### src/rtl/spbpm_pkg.sv
// ----------------------------------------------------------------------------
// spbpm_pkg
// Types and constants shared by the spectrum bar peak meter modules.
// ----------------------------------------------------------------------------
package spbpm_pkg;

    // configuration port
    localparam int CFG_IW = 3;
    localparam int CFG_DW = 16;

    localparam logic [CFG_IW-1:0] REG_FREEZE = 3'd0;
    localparam logic [CFG_IW-1:0] REG_STOP_0 = 3'd1;
    localparam logic [CFG_IW-1:0] REG_STOP_1 = 3'd2;
    localparam logic [CFG_IW-1:0] REG_STOP_2 = 3'd3;
    localparam logic [CFG_IW-1:0] REG_STOP_3 = 3'd4;

    localparam logic [15:0] RESET_STOP_0 = 16'h3732;
    localparam logic [15:0] RESET_STOP_1 = 16'h071F;
    localparam logic [15:0] RESET_STOP_2 = 16'hB2DF;
    localparam logic [15:0] RESET_STOP_3 = 16'hF9F6;

    // request kinds
    localparam logic OP_BIN   = 1'b0;
    localparam logic OP_CLEAR = 1'b1;

    localparam logic [7:0] FULL_HEIGHT = 8'd200;
    localparam logic [7:0] SEG1_TOP    = 8'd66;
    localparam logic [7:0] SEG2_TOP    = 8'd133;
    localparam logic [7:0] FULL_SCALE  = 8'd255;

    // reciprocal multipliers: floor(x / N) == (x * MUL) >> SHIFT over the used range
    localparam logic [16:0] MUL_DIV255_H = 17'd65794;   // x < 2**16
    localparam int          SHIFT_H      = 24;
    localparam logic [16:0] MUL_DIV66    = 17'd127101;  // x < 2**15
    localparam logic [16:0] MUL_DIV67    = 17'd125204;
    localparam int          SHIFT_T      = 23;
    localparam logic [14:0] MUL_DIV255_C = 15'd16449;   // x < 2**14
    localparam int          SHIFT_C      = 22;

    typedef enum logic [1:0] {
        SEG_LOW,
        SEG_MID,
        SEG_HIGH
    } seg_t;

    typedef enum logic [2:0] {
        ST_IDLE,
        ST_AVG,
        ST_SCALE,
        ST_HGT,
        ST_PEAK,
        ST_TSEG,
        ST_MIX,
        ST_DIV
    } state_t;

    typedef struct packed {
        logic clear;
        logic bin_acc;
        logic bin_last;
        logic avg_en;
        logic scale_en;
        logic hgt_en;
        logic peak_en;
        logic tseg_en;
        logic mix_en;
        logic div_en;
    } cmd_t;

    typedef struct packed {
        logic opcode;
        logic freeze;
        logic last_bin;
        logic out_busy;
    } status_t;

endpackage

### src/rtl/spbpm_ram.sv
// ----------------------------------------------------------------------------
// spbpm_ram
// Generic single-write, single-read RAM with registered read data.
// ----------------------------------------------------------------------------
module spbpm_ram #(
    parameter int WIDTH = 8,
    parameter int DEPTH = 16
) (
    input  logic                                   clk,
    input  logic                                   wr_en,
    input  logic [((DEPTH > 1) ? $clog2(DEPTH) : 1)-1:0] wr_addr,
    input  logic [WIDTH-1:0]                       wr_data,
    input  logic                                   rd_en,
    input  logic [((DEPTH > 1) ? $clog2(DEPTH) : 1)-1:0] rd_addr,
    output logic [WIDTH-1:0]                       rd_data
);

    logic [WIDTH-1:0] mem_reg [DEPTH];
    logic [WIDTH-1:0] rd_data_reg;

    always_ff @(posedge clk) begin
        if (wr_en) begin
            mem_reg[wr_addr] <= wr_data;
        end
        if (rd_en) begin
            rd_data_reg <= mem_reg[rd_addr];
        end
    end

    assign rd_data = rd_data_reg;

endmodule

### src/rtl/spbpm_ctrl.sv
// ----------------------------------------------------------------------------
// spbpm_ctrl
// Sequencer: takes bins, then a bar step per cycle; the last waits for output.
// ----------------------------------------------------------------------------
module spbpm_ctrl (
    input  logic               aclk,
    input  logic               aresetn,
    input  logic               s_tvalid,
    output logic               s_tready,
    input  spbpm_pkg::status_t status,
    output spbpm_pkg::cmd_t    cmd
);

    import spbpm_pkg::*;

    state_t state_reg;
    state_t state_next;

    always_ff @(posedge aclk) begin
        if (!aresetn) begin
            state_reg <= ST_IDLE;
        end else begin
            state_reg <= state_next;
        end
    end

    always_comb begin
        state_next = state_reg;
        unique case (state_reg)
            ST_IDLE: begin
                if (s_tvalid && status.opcode == OP_BIN && !status.freeze
                        && status.last_bin) begin
                    state_next = ST_AVG;
                end
            end
            ST_AVG:   state_next = ST_SCALE;
            ST_SCALE: state_next = ST_HGT;
            ST_HGT:   state_next = ST_PEAK;
            ST_PEAK:  state_next = ST_TSEG;
            ST_TSEG:  state_next = ST_MIX;
            ST_MIX:   state_next = ST_DIV;
            ST_DIV: begin
                // hold until the output register is free
                if (!status.out_busy) begin
                    state_next = ST_IDLE;
                end
            end
            default:  state_next = ST_IDLE;
        endcase
    end

    always_comb begin
        cmd      = '0;
        s_tready = 1'b0;
        unique case (state_reg)
            ST_IDLE: begin
                s_tready = 1'b1;
                if (s_tvalid) begin
                    priority if (status.opcode == OP_CLEAR) begin
                        cmd.clear = 1'b1;
                    end else if (status.freeze) begin
                        // drop the bin
                    end else if (status.last_bin) begin
                        cmd.bin_last = 1'b1;
                    end else begin
                        cmd.bin_acc = 1'b1;
                    end
                end
            end
            ST_AVG:   cmd.avg_en   = 1'b1;
            ST_SCALE: cmd.scale_en = 1'b1;
            ST_HGT:   cmd.hgt_en   = 1'b1;
            ST_PEAK:  cmd.peak_en  = 1'b1;
            ST_TSEG:  cmd.tseg_en  = 1'b1;
            ST_MIX:   cmd.mix_en   = 1'b1;
            ST_DIV:   cmd.div_en   = !status.out_busy;
            default:  cmd = '0;
        endcase
    end

endmodule

### src/rtl/spbpm_datapath.sv
// ----------------------------------------------------------------------------
// spbpm_datapath
// Bin accumulator, height scaling, peak store and gradient colour math.
// ----------------------------------------------------------------------------
module spbpm_datapath #(
    parameter int BARS     = 16,
    parameter int BAR_BINS = 8
) (
    input  logic                           aclk,
    input  logic                           aresetn,
    input  spbpm_pkg::cmd_t                cmd,
    output spbpm_pkg::status_t             status,
    input  logic                           cfg_wr_en,
    input  logic [spbpm_pkg::CFG_IW-1:0]   cfg_index,
    input  logic [spbpm_pkg::CFG_DW-1:0]   cfg_wdata,
    input  logic                           in_opcode,
    input  logic [7:0]                     in_bin_value,
    input  logic                           m_tready,
    output logic                           m_tvalid,
    output logic [3:0]                     out_bar_index,
    output logic [7:0]                     out_bar_height,
    output logic [7:0]                     out_peak_height,
    output logic [15:0]                    out_bar_color,
    output logic                           out_last_bar
);

    import spbpm_pkg::*;

    localparam int PW        = (BAR_BINS > 1) ? $clog2(BAR_BINS) : 1;
    localparam int SW        = 8 + $clog2(BAR_BINS);
    localparam int BW        = (BARS > 1) ? $clog2(BARS) : 1;
    localparam int AVG_SHIFT = SW + $clog2(BAR_BINS);
    localparam int AVG_MW    = AVG_SHIFT + 1;
    localparam int AVG_PW    = SW + AVG_MW;
    localparam logic [AVG_MW-1:0] AVG_MUL =
        AVG_MW'((2**AVG_SHIFT + BAR_BINS - 1) / BAR_BINS);

    // configuration
    logic        freeze_reg;
    logic [15:0] stop_reg [4];

    // accumulation and bar tracking
    logic [SW-1:0] sum_reg;
    logic [SW-1:0] sum_full_reg;
    logic [PW-1:0] pos_reg;
    logic [BW-1:0] bar_pos_reg;
    logic [BW-1:0] bar_cur_reg;
    logic [BARS-1:0] valid_reg;
    logic [SW-1:0] sum_next;

    // per-bar math
    logic [7:0]  avg_reg;
    logic [15:0] hx_reg;
    logic [7:0]  h_reg;
    logic [7:0]  peak_reg;
    seg_t        seg_reg;
    logic [14:0] tx_reg;
    logic [7:0]  t_reg;
    logic [15:0] ca_reg;
    logic [15:0] cb_reg;
    logic [5:0]  ch_a_reg   [3];
    logic [13:0] ch_mag_reg [3];
    logic        ch_neg_reg [3];

    // output register
    logic        out_valid_reg;
    logic [3:0]  out_bar_reg;
    logic [7:0]  out_height_reg;
    logic [7:0]  out_peak_reg;
    logic [15:0] out_color_reg;
    logic        out_last_reg;

    logic [AVG_PW-1:0] avg_prod;
    logic [32:0]       h_prod;
    logic [31:0]       t_prod;
    logic [7:0]        h_base;
    seg_t              seg_sel;
    logic [7:0]        h_off;
    logic [7:0]        stored_peak;
    logic [7:0]        peak_new;
    logic [7:0]        rd_peak;
    logic [5:0]        ca_ch [3];
    logic [5:0]        cb_ch [3];
    logic [5:0]        d_mag [3];
    logic              d_neg [3];
    logic [13:0]       m_mag [3];
    logic [28:0]       q_prod [3];
    logic [5:0]        ch_res [3];
    logic [BW+3:0]     bar_ext;

    assign sum_next = sum_reg + SW'(in_bin_value);

    assign status.opcode   = in_opcode;
    assign status.freeze   = freeze_reg;
    assign status.last_bin = (pos_reg == PW'(BAR_BINS - 1));
    assign status.out_busy = out_valid_reg && !m_tready;

    always_ff @(posedge aclk) begin
        if (!aresetn) begin
            freeze_reg  <= 1'b0;
            stop_reg[0] <= RESET_STOP_0;
            stop_reg[1] <= RESET_STOP_1;
            stop_reg[2] <= RESET_STOP_2;
            stop_reg[3] <= RESET_STOP_3;
        end else if (cfg_wr_en) begin
            unique case (cfg_index)
                REG_FREEZE: freeze_reg  <= cfg_wdata[0];
                REG_STOP_0: stop_reg[0] <= cfg_wdata;
                REG_STOP_1: stop_reg[1] <= cfg_wdata;
                REG_STOP_2: stop_reg[2] <= cfg_wdata;
                REG_STOP_3: stop_reg[3] <= cfg_wdata;
                default: ;
            endcase
        end
    end

    always_ff @(posedge aclk) begin
        if (!aresetn) begin
            sum_reg     <= '0;
            pos_reg     <= '0;
            bar_pos_reg <= '0;
            valid_reg   <= '0;
        end else begin
            priority if (cmd.clear) begin
                sum_reg     <= '0;
                pos_reg     <= '0;
                bar_pos_reg <= '0;
                valid_reg   <= '0;
            end else if (cmd.bin_acc) begin
                sum_reg <= sum_next;
                pos_reg <= pos_reg + PW'(1);
            end else if (cmd.bin_last) begin
                sum_reg <= '0;
                pos_reg <= '0;
                if (bar_pos_reg == BW'(BARS - 1)) begin
                    bar_pos_reg <= '0;
                end else begin
                    bar_pos_reg <= bar_pos_reg + BW'(1);
                end
            end else if (cmd.peak_en) begin
                valid_reg[bar_cur_reg] <= 1'b1;
            end
        end
    end

    always_ff @(posedge aclk) begin
        if (cmd.bin_last) begin
            sum_full_reg <= sum_next;
            bar_cur_reg  <= bar_pos_reg;
        end
    end

    // average and height
    assign avg_prod = AVG_PW'(sum_full_reg) * AVG_PW'(AVG_MUL);
    assign h_prod   = 33'(hx_reg) * 33'(MUL_DIV255_H);

    always_ff @(posedge aclk) begin
        if (cmd.avg_en) begin
            avg_reg <= avg_prod[AVG_SHIFT +: 8];
        end
        if (cmd.scale_en) begin
            hx_reg <= 16'(avg_reg) * 16'(FULL_HEIGHT);
        end
        if (cmd.hgt_en) begin
            h_reg <= h_prod[SHIFT_H +: 8];
        end
    end

    // peak update and gradient segment
    assign stored_peak = valid_reg[bar_cur_reg] ? rd_peak : 8'd0;
    assign peak_new    = (h_reg > stored_peak) ? h_reg : stored_peak;

    always_comb begin
        priority if (h_reg <= SEG1_TOP) begin
            seg_sel = SEG_LOW;
            h_base  = 8'd0;
        end else if (h_reg <= SEG2_TOP) begin
            seg_sel = SEG_MID;
            h_base  = SEG1_TOP;
        end else begin
            seg_sel = SEG_HIGH;
            h_base  = SEG2_TOP;
        end
    end

    assign h_off = h_reg - h_base;

    spbpm_ram #(
        .WIDTH (8),
        .DEPTH (BARS)
    ) u_peak_ram (
        .clk     (aclk),
        .wr_en   (cmd.peak_en),
        .wr_addr (bar_cur_reg),
        .wr_data (peak_new - 8'((peak_new != 8'd0) ? 1 : 0)),
        .rd_en   (cmd.avg_en),
        .rd_addr (bar_cur_reg),
        .rd_data (rd_peak)
    );

    assign t_prod = 32'(tx_reg) * 32'((seg_reg == SEG_LOW) ? MUL_DIV66 : MUL_DIV67);

    always_ff @(posedge aclk) begin
        if (cmd.peak_en) begin
            peak_reg <= peak_new;
            seg_reg  <= seg_sel;
            tx_reg   <= 15'(h_off) * 15'(FULL_SCALE);
        end
        if (cmd.tseg_en) begin
            t_reg <= t_prod[SHIFT_T +: 8];
            unique case (seg_reg)
                SEG_LOW: begin
                    ca_reg <= stop_reg[0];
                    cb_reg <= stop_reg[1];
                end
                SEG_MID: begin
                    ca_reg <= stop_reg[1];
                    cb_reg <= stop_reg[2];
                end
                default: begin
                    ca_reg <= stop_reg[2];
                    cb_reg <= stop_reg[3];
                end
            endcase
        end
    end

    // channel order: red, green, blue
    assign ca_ch[0] = {1'b0, ca_reg[15:11]};
    assign ca_ch[1] = ca_reg[10:5];
    assign ca_ch[2] = {1'b0, ca_reg[4:0]};
    assign cb_ch[0] = {1'b0, cb_reg[15:11]};
    assign cb_ch[1] = cb_reg[10:5];
    assign cb_ch[2] = {1'b0, cb_reg[4:0]};

    always_comb begin
        for (int i = 0; i < 3; i++) begin
            d_neg[i]  = cb_ch[i] < ca_ch[i];
            d_mag[i]  = d_neg[i] ? (ca_ch[i] - cb_ch[i]) : (cb_ch[i] - ca_ch[i]);
            m_mag[i]  = 14'(d_mag[i]) * 14'(t_reg);
            // divide the magnitude so the quotient truncates toward zero
            q_prod[i] = 29'(ch_mag_reg[i]) * 29'(MUL_DIV255_C);
            ch_res[i] = ch_neg_reg[i] ? (ch_a_reg[i] - q_prod[i][SHIFT_C +: 6])
                                      : (ch_a_reg[i] + q_prod[i][SHIFT_C +: 6]);
        end
    end

    always_ff @(posedge aclk) begin
        if (cmd.mix_en) begin
            for (int i = 0; i < 3; i++) begin
                ch_a_reg[i]   <= ca_ch[i];
                ch_mag_reg[i] <= m_mag[i];
                ch_neg_reg[i] <= d_neg[i];
            end
        end
    end

    // output register
    assign bar_ext = {4'd0, bar_cur_reg};

    always_ff @(posedge aclk) begin
        if (!aresetn) begin
            out_valid_reg <= 1'b0;
        end else if (cmd.div_en) begin
            out_valid_reg <= 1'b1;
        end else if (m_tready) begin
            out_valid_reg <= 1'b0;
        end
    end

    always_ff @(posedge aclk) begin
        if (cmd.div_en) begin
            out_bar_reg    <= bar_ext[3:0];
            out_height_reg <= h_reg;
            out_peak_reg   <= peak_reg;
            out_color_reg  <= {ch_res[0][4:0], ch_res[1], ch_res[2][4:0]};
            out_last_reg   <= (bar_cur_reg == BW'(BARS - 1));
        end
    end

    assign m_tvalid        = out_valid_reg;
    assign out_bar_index   = out_bar_reg;
    assign out_bar_height  = out_height_reg;
    assign out_peak_height = out_peak_reg;
    assign out_bar_color   = out_color_reg;
    assign out_last_bar    = out_last_reg;

`ifndef SYNTHESIS
    a_load_only_when_free: assert property (@(posedge aclk) disable iff (!aresetn)
        cmd.div_en |-> !status.out_busy)
        else $error("result loaded while output register still held a request");

    a_clear_drops_peaks: assert property (@(posedge aclk) disable iff (!aresetn)
        cmd.clear |=> (valid_reg == '0))
        else $error("peak store not cleared");

    a_peak_covers_height: assert property (@(posedge aclk) disable iff (!aresetn)
        cmd.div_en |=> (out_peak_reg >= out_height_reg))
        else $error("peak below bar height");

    a_height_in_range: assert property (@(posedge aclk) disable iff (!aresetn)
        out_valid_reg |-> (out_height_reg <= FULL_HEIGHT))
        else $error("bar height out of range");
`endif

endmodule

### src/rtl/spectrum_bar_peak_meter_core.sv
// ----------------------------------------------------------------------------
// spectrum_bar_peak_meter_core
// Spectrum bar meter: bin averaging, peak hold with decay, gradient colour.
// Bins are taken one per cycle while the sequencer is idle; the last bin of a bar
// starts the per-bar sequence, one step per cycle: average, scale, height, peak,
// segment, mix and divide, during which no bin is taken. The result is loaded into
// the output register in the last step, held while an earlier result waits.
// Reset clears sums, positions, peaks (per-bar valid bits), output valid and freeze.
// ----------------------------------------------------------------------------
module spectrum_bar_peak_meter_core #(
    parameter int BARS     = 16,
    parameter int BAR_BINS = 8
) (
    input  logic                         aclk,
    input  logic                         aresetn,
    // configuration write port
    input  logic                         cfg_wr_en,
    input  logic [spbpm_pkg::CFG_IW-1:0] cfg_index,
    input  logic [spbpm_pkg::CFG_DW-1:0] cfg_wdata,
    // input bins
    input  logic                         s_tvalid,
    output logic                         s_tready,
    input  logic [7:0]                   s_tdata,   // [7:0] bin_value
    input  logic [0:0]                   s_tuser,   // [0] opcode
    // bar results
    output logic                         m_tvalid,
    input  logic                         m_tready,
    output logic [39:0]                  m_tdata,   // [3:0] bar_index, [11:4] bar_height,
                                                    // [19:12] peak_height, [35:20] bar_color
    output logic                         m_tlast    // last_bar
);

    import spbpm_pkg::*;

    cmd_t        cmd;
    status_t     status;
    logic [3:0]  bar_index;
    logic [7:0]  bar_height;
    logic [7:0]  peak_height;
    logic [15:0] bar_color;

    spbpm_ctrl u_ctrl (
        .aclk     (aclk),
        .aresetn  (aresetn),
        .s_tvalid (s_tvalid),
        .s_tready (s_tready),
        .status   (status),
        .cmd      (cmd)
    );

    spbpm_datapath #(
        .BARS     (BARS),
        .BAR_BINS (BAR_BINS)
    ) u_datapath (
        .aclk            (aclk),
        .aresetn         (aresetn),
        .cmd             (cmd),
        .status          (status),
        .cfg_wr_en       (cfg_wr_en),
        .cfg_index       (cfg_index),
        .cfg_wdata       (cfg_wdata),
        .in_opcode       (s_tuser[0]),
        .in_bin_value    (s_tdata),
        .m_tready        (m_tready),
        .m_tvalid        (m_tvalid),
        .out_bar_index   (bar_index),
        .out_bar_height  (bar_height),
        .out_peak_height (peak_height),
        .out_bar_color   (bar_color),
        .out_last_bar    (m_tlast)
    );

    assign m_tdata = {4'd0, bar_color, peak_height, bar_height, bar_index};

endmodule

### config.mk
export PLATFORM = sky130hd
export DESIGN_NAME = spectrum_bar_peak_meter_core
export DESIGN_NICKNAME = d
export VERILOG_FILES = /design/src/rtl/spbpm_pkg.sv /design/src/rtl/spbpm_ram.sv /design/src/rtl/spbpm_ctrl.sv /design/src/rtl/spbpm_datapath.sv /design/src/rtl/spectrum_bar_peak_meter_core.sv
export SDC_FILE = /design/constraint.sdc
export NUM_CORES = 1
export LEC_CHECK = 0
export BUFFER_PORTS_ARGS = -buffer_cell sky130_fd_sc_hd__buf_2
export CORE_MARGIN = 2
export CORE_UTILIZATION = 40
export CTS_CLUSTER_SIZE = 24
export DETAILED_ROUTE_END_ITERATION = 12
export PLACE_DENSITY_LB_ADDON = 0.12
export SLEW_MARGIN = 30
export SYNTH_ARGS = -nofsm -noshare
export SYNTH_HDL_FRONTEND = slang
export SYNTH_SLANG_ARGS = --single-unit
export TNS_END_PERCENT = 20
### constraint.sdc
create_clock -name aclk -period 12.9 [get_ports aclk]
set_input_delay 0.645 -clock aclk [delete_from_list [all_inputs] [get_ports aclk]]
set_output_delay 0.645 -clock aclk [all_outputs]
set_load 0.01 [all_outputs]
==> impl_metrics.tcl <==
set metrics [dict create \
    numPortBuffers 71 \
    die_x_um 295.2 \
    cts_hold_buf 0 \
    initial_core_util 0.4047 \
    dp_slack_ps 5539 \
    hold_path.class "primary input to flip-flop" \
    yosys.area_share.xor_xnor 0.03357 \
    pin_count 76 \
    finalPower_mw 3.039 \
    post_drt_wl_per_cell_um 17.14 \
    via_per_inst 4.957 \
    synth_top_area_share 0.3576 \
    worst_ep_arrival_time_ps 7730 \
    ys_seq_elements 443 \
    crit_top_cell "fa_1" \
    first_pass_iters 5 \
    hpwl_mm 55.23 \
    ys_dominant_reg_cell "edfxtp_1" \
    hold_violations 0 \
    synth_compound_area_frac 0.06647 \
    grt_pass1_vias 22000 \
    dieArea_mm2 0.08715 \
    slew_headroom 0.3402 \
    clock_latency_ps 600 \
    powerDensity_mw_per_mm2 81.42 \
    overflow 0 \
    status "completed" \
    leakage_nw 16.49 \
    synth_top_family_by_area "adder cells" \
    drc 0 \
    coreArea_mm2 0.08382 \
    fin_util 0.4453 \
    drive_above_1_share 0.09088 \
    tritoncts "done" \
    htreeDepth 2 \
    cpMaxStageDelayCell "a2111oi_0" \
    grt_max_degree 67 \
    mappedNetlistArea_mm2 0.03392 \
    clk_transition_reported_paths_ps 60 \
    synth_edf_count 404 \
    rsz0062_at_grt "no" \
    nNetsFinal 3754 \
    final_antenna_net_count 0 \
    worst_setup_path_start_kind "flip-flop" \
    synth-adder-area-share 0.3281 \
    synth_most_common_cell "ha_1" \
    path_cells "buf_4 > nor2_1 > buf_4 > and2_1 > fa_1 > fa_1 > inv_1 > fa_1 > fa_1 > inv_1 > fa_1 > inv_1 > fa_1 > inv_1 > ha_1 > a21oi_1 > nor2_1 > o311a_1 > a2111oi_0 > o21ai_0 > a31oi_1 > o21bai_1 > xnor2_1" \
    chipHeight_um 295.2 \
    synthTopCellsByArea "edfxtp_1 36%, ha_1 19%, fa_1 14%" \
    drv_slew 0 \
    layout_min_cycle_time_ps 7389 \
    ir_drop_mv 0.1262 \
    critPathRequiredTime_ps 13240 \
    final.period_utilization 0.5728 \
    synth_common_cells "508 x ha_1, 431 x inv_1, 404 x edfxtp_1" \
    gp_congestion 0.8493 \
    grt_pass1_wl_mm 116.5 \
    worst_slew_pin_slew_ps 962.2 \
    worst_slack_ps 5511 \
    root_buffer "clkbuf_16" \
    synthArstFlopShare 0 \
    grtUsageTotal 0.1682 \
    critical_path_class "flip-flop to flip-flop" \
    synth_area_leader_cell "edfxtp_1" \
    numCtsBuffers 49 \
    num_vias 20570 \
    cts.sinks 443 \
    fin_tns_setup_ps 0 \
    synthSimpleGateAreaFrac 0.08849 \
    fin_worst_skew_ps 21.14 \
    antenna_found_initial 0 \
    area_growth_pct 10.03 \
    setup_viol_count_final 0 \
    first_iter_violations 957 \
    max_stage_delay_ps 720 \
    post-cts-setup-buffers 0 \
    cts_resized 0 \
    clk_path_buf_depth 3 \
    wl_mm 71.13 \
    nFillCells 7864 \
    row_count 106 \
    avgSynthCellArea_um2 11.73 \
    synth_mux_area_frac 0.04651 \
    max_clock_freq_mhz 135.3 \
    yosysWarnings 0 \
    synth_seq_area_share 0.3807 \
    syn-instance-count 2893 \
    end_kind "flip-flop" \
    largest_reg_flops 128 \
    crit_fanout 66 \
    cap_violations 0 \
    ys_types 73 \
]
routing by layer:
metal	track usage	vias up	share of wire
li1	-	10110	-
met1	0.2252	10070	0.46
met2	0.2872	291	0.48
met3	0.02240	101	0.032
met4	0.04420	0	0.025
met5	0	-	0
kinds of logic (layout without fill, tap and decap cells):
| group | count (synthesis) | count (layout) |
|---|---|---|
| adders and majority gates | 747 | 747 |
| other | 2 | 15 |
| muxes | 100 | 100 |
| and+or+nand+nor | 614 | 614 |
| buffers and inverters | 501 | 611 |
| DFF | 443 | 443 |
| xor gates and xnor gates | 130 | 130 |
| AOI/OAI and AO/OA | 356 | 356 |
layout by cell type (no fill, tap or decap), types with 27 or more instances in the layout:
| master | netlist | final |
|---|---|---|
| o21ai_0 | 92 | 91 |
| nor2b_1 | 62 | 62 |
| xnor2_1 | 100 | 94 |
| dfxtp_1 | 39 | 39 |
| a21oi_1 | 102 | 102 |
| ha_1 | 508 | 508 |
| nor2_1 | 158 | 151 |
| buf_2 | 2 | 71 |
| and2_1 | 59 | 59 |
| edfxtp_1 | 404 | 404 |
| mux4_2 | 45 | 45 |
| clkbuf_16 | 0 | 49 |
| xor2_1 | 30 | 30 |
| mux2i_1 | 44 | 43 |
| fa_1 | 238 | 238 |
| inv_1 | 431 | 431 |
| nand2b_1 | 27 | 27 |
| nand2_1 | 178 | 178 |
| a21o_1 | 46 | 46 |
through the flow:
stage | hold slack (ps) | std cells | instance area, um2
3_5_place_dp | 404.5 | 4057 | 35670
4_1_cts | 341.9 | 4148 | 37240
3_3_place_gp | 400.4 | 4057 | 35630
2_1_floorplan | 400.3 | 2905 | 33970
5_1_grt | 363.3 | 4149 | 37320
6_report | 377.9 | 4150 | 37320
worst max-delay path: cells and delay by family (launching register included):
family,cells,cell delay (ps)
flip-flops,1,350
adder cells (fa/ha/maj),7,3420
AO/OA/AOI/OAI,6,1890
AND/OR/NAND/NOR,3,540
XOR/XNOR,1,130
buffers and inverters,6,780
cell type report:
type	instances	area, um2	area share
timing repair buffer	89	510.5	0.01368
clock buffer	66	1320	0.03537
clock inverter	25	246.5	0.006604
multi-input combinational	1961	19290	0.5169
antenna	1	2.502	0.00006705
inverter	431	1618	0.04335
sequential	443	12910	0.3460
tap	1134	1419	0.03802
path summary, 6_finish.rpt:
kind	from	endpoint	slack [ps]	cells past startpoint
setup / recovery	u_datapath.seg_reg[1]	u_datapath.t_reg[7]	5510	23
hold / removal	cfg_wdata[0]	u_datapath.freeze_reg	380	3
setup reg to reg	u_datapath.seg_reg[1]	u_datapath.t_reg[7]	5510	23
hold reg to reg	u_datapath.sum_full_reg[4]	u_datapath.avg_reg[1]	420	0
power breakdown:
group	switching, mW	total [mW]	internal [mW]
combinational	0.0625	0.102	0.0396
clock	0.599	1.37	0.767
sequential	0.00612	1.57	1.57
No activity file was read; power rests on OpenSTA's default activity.
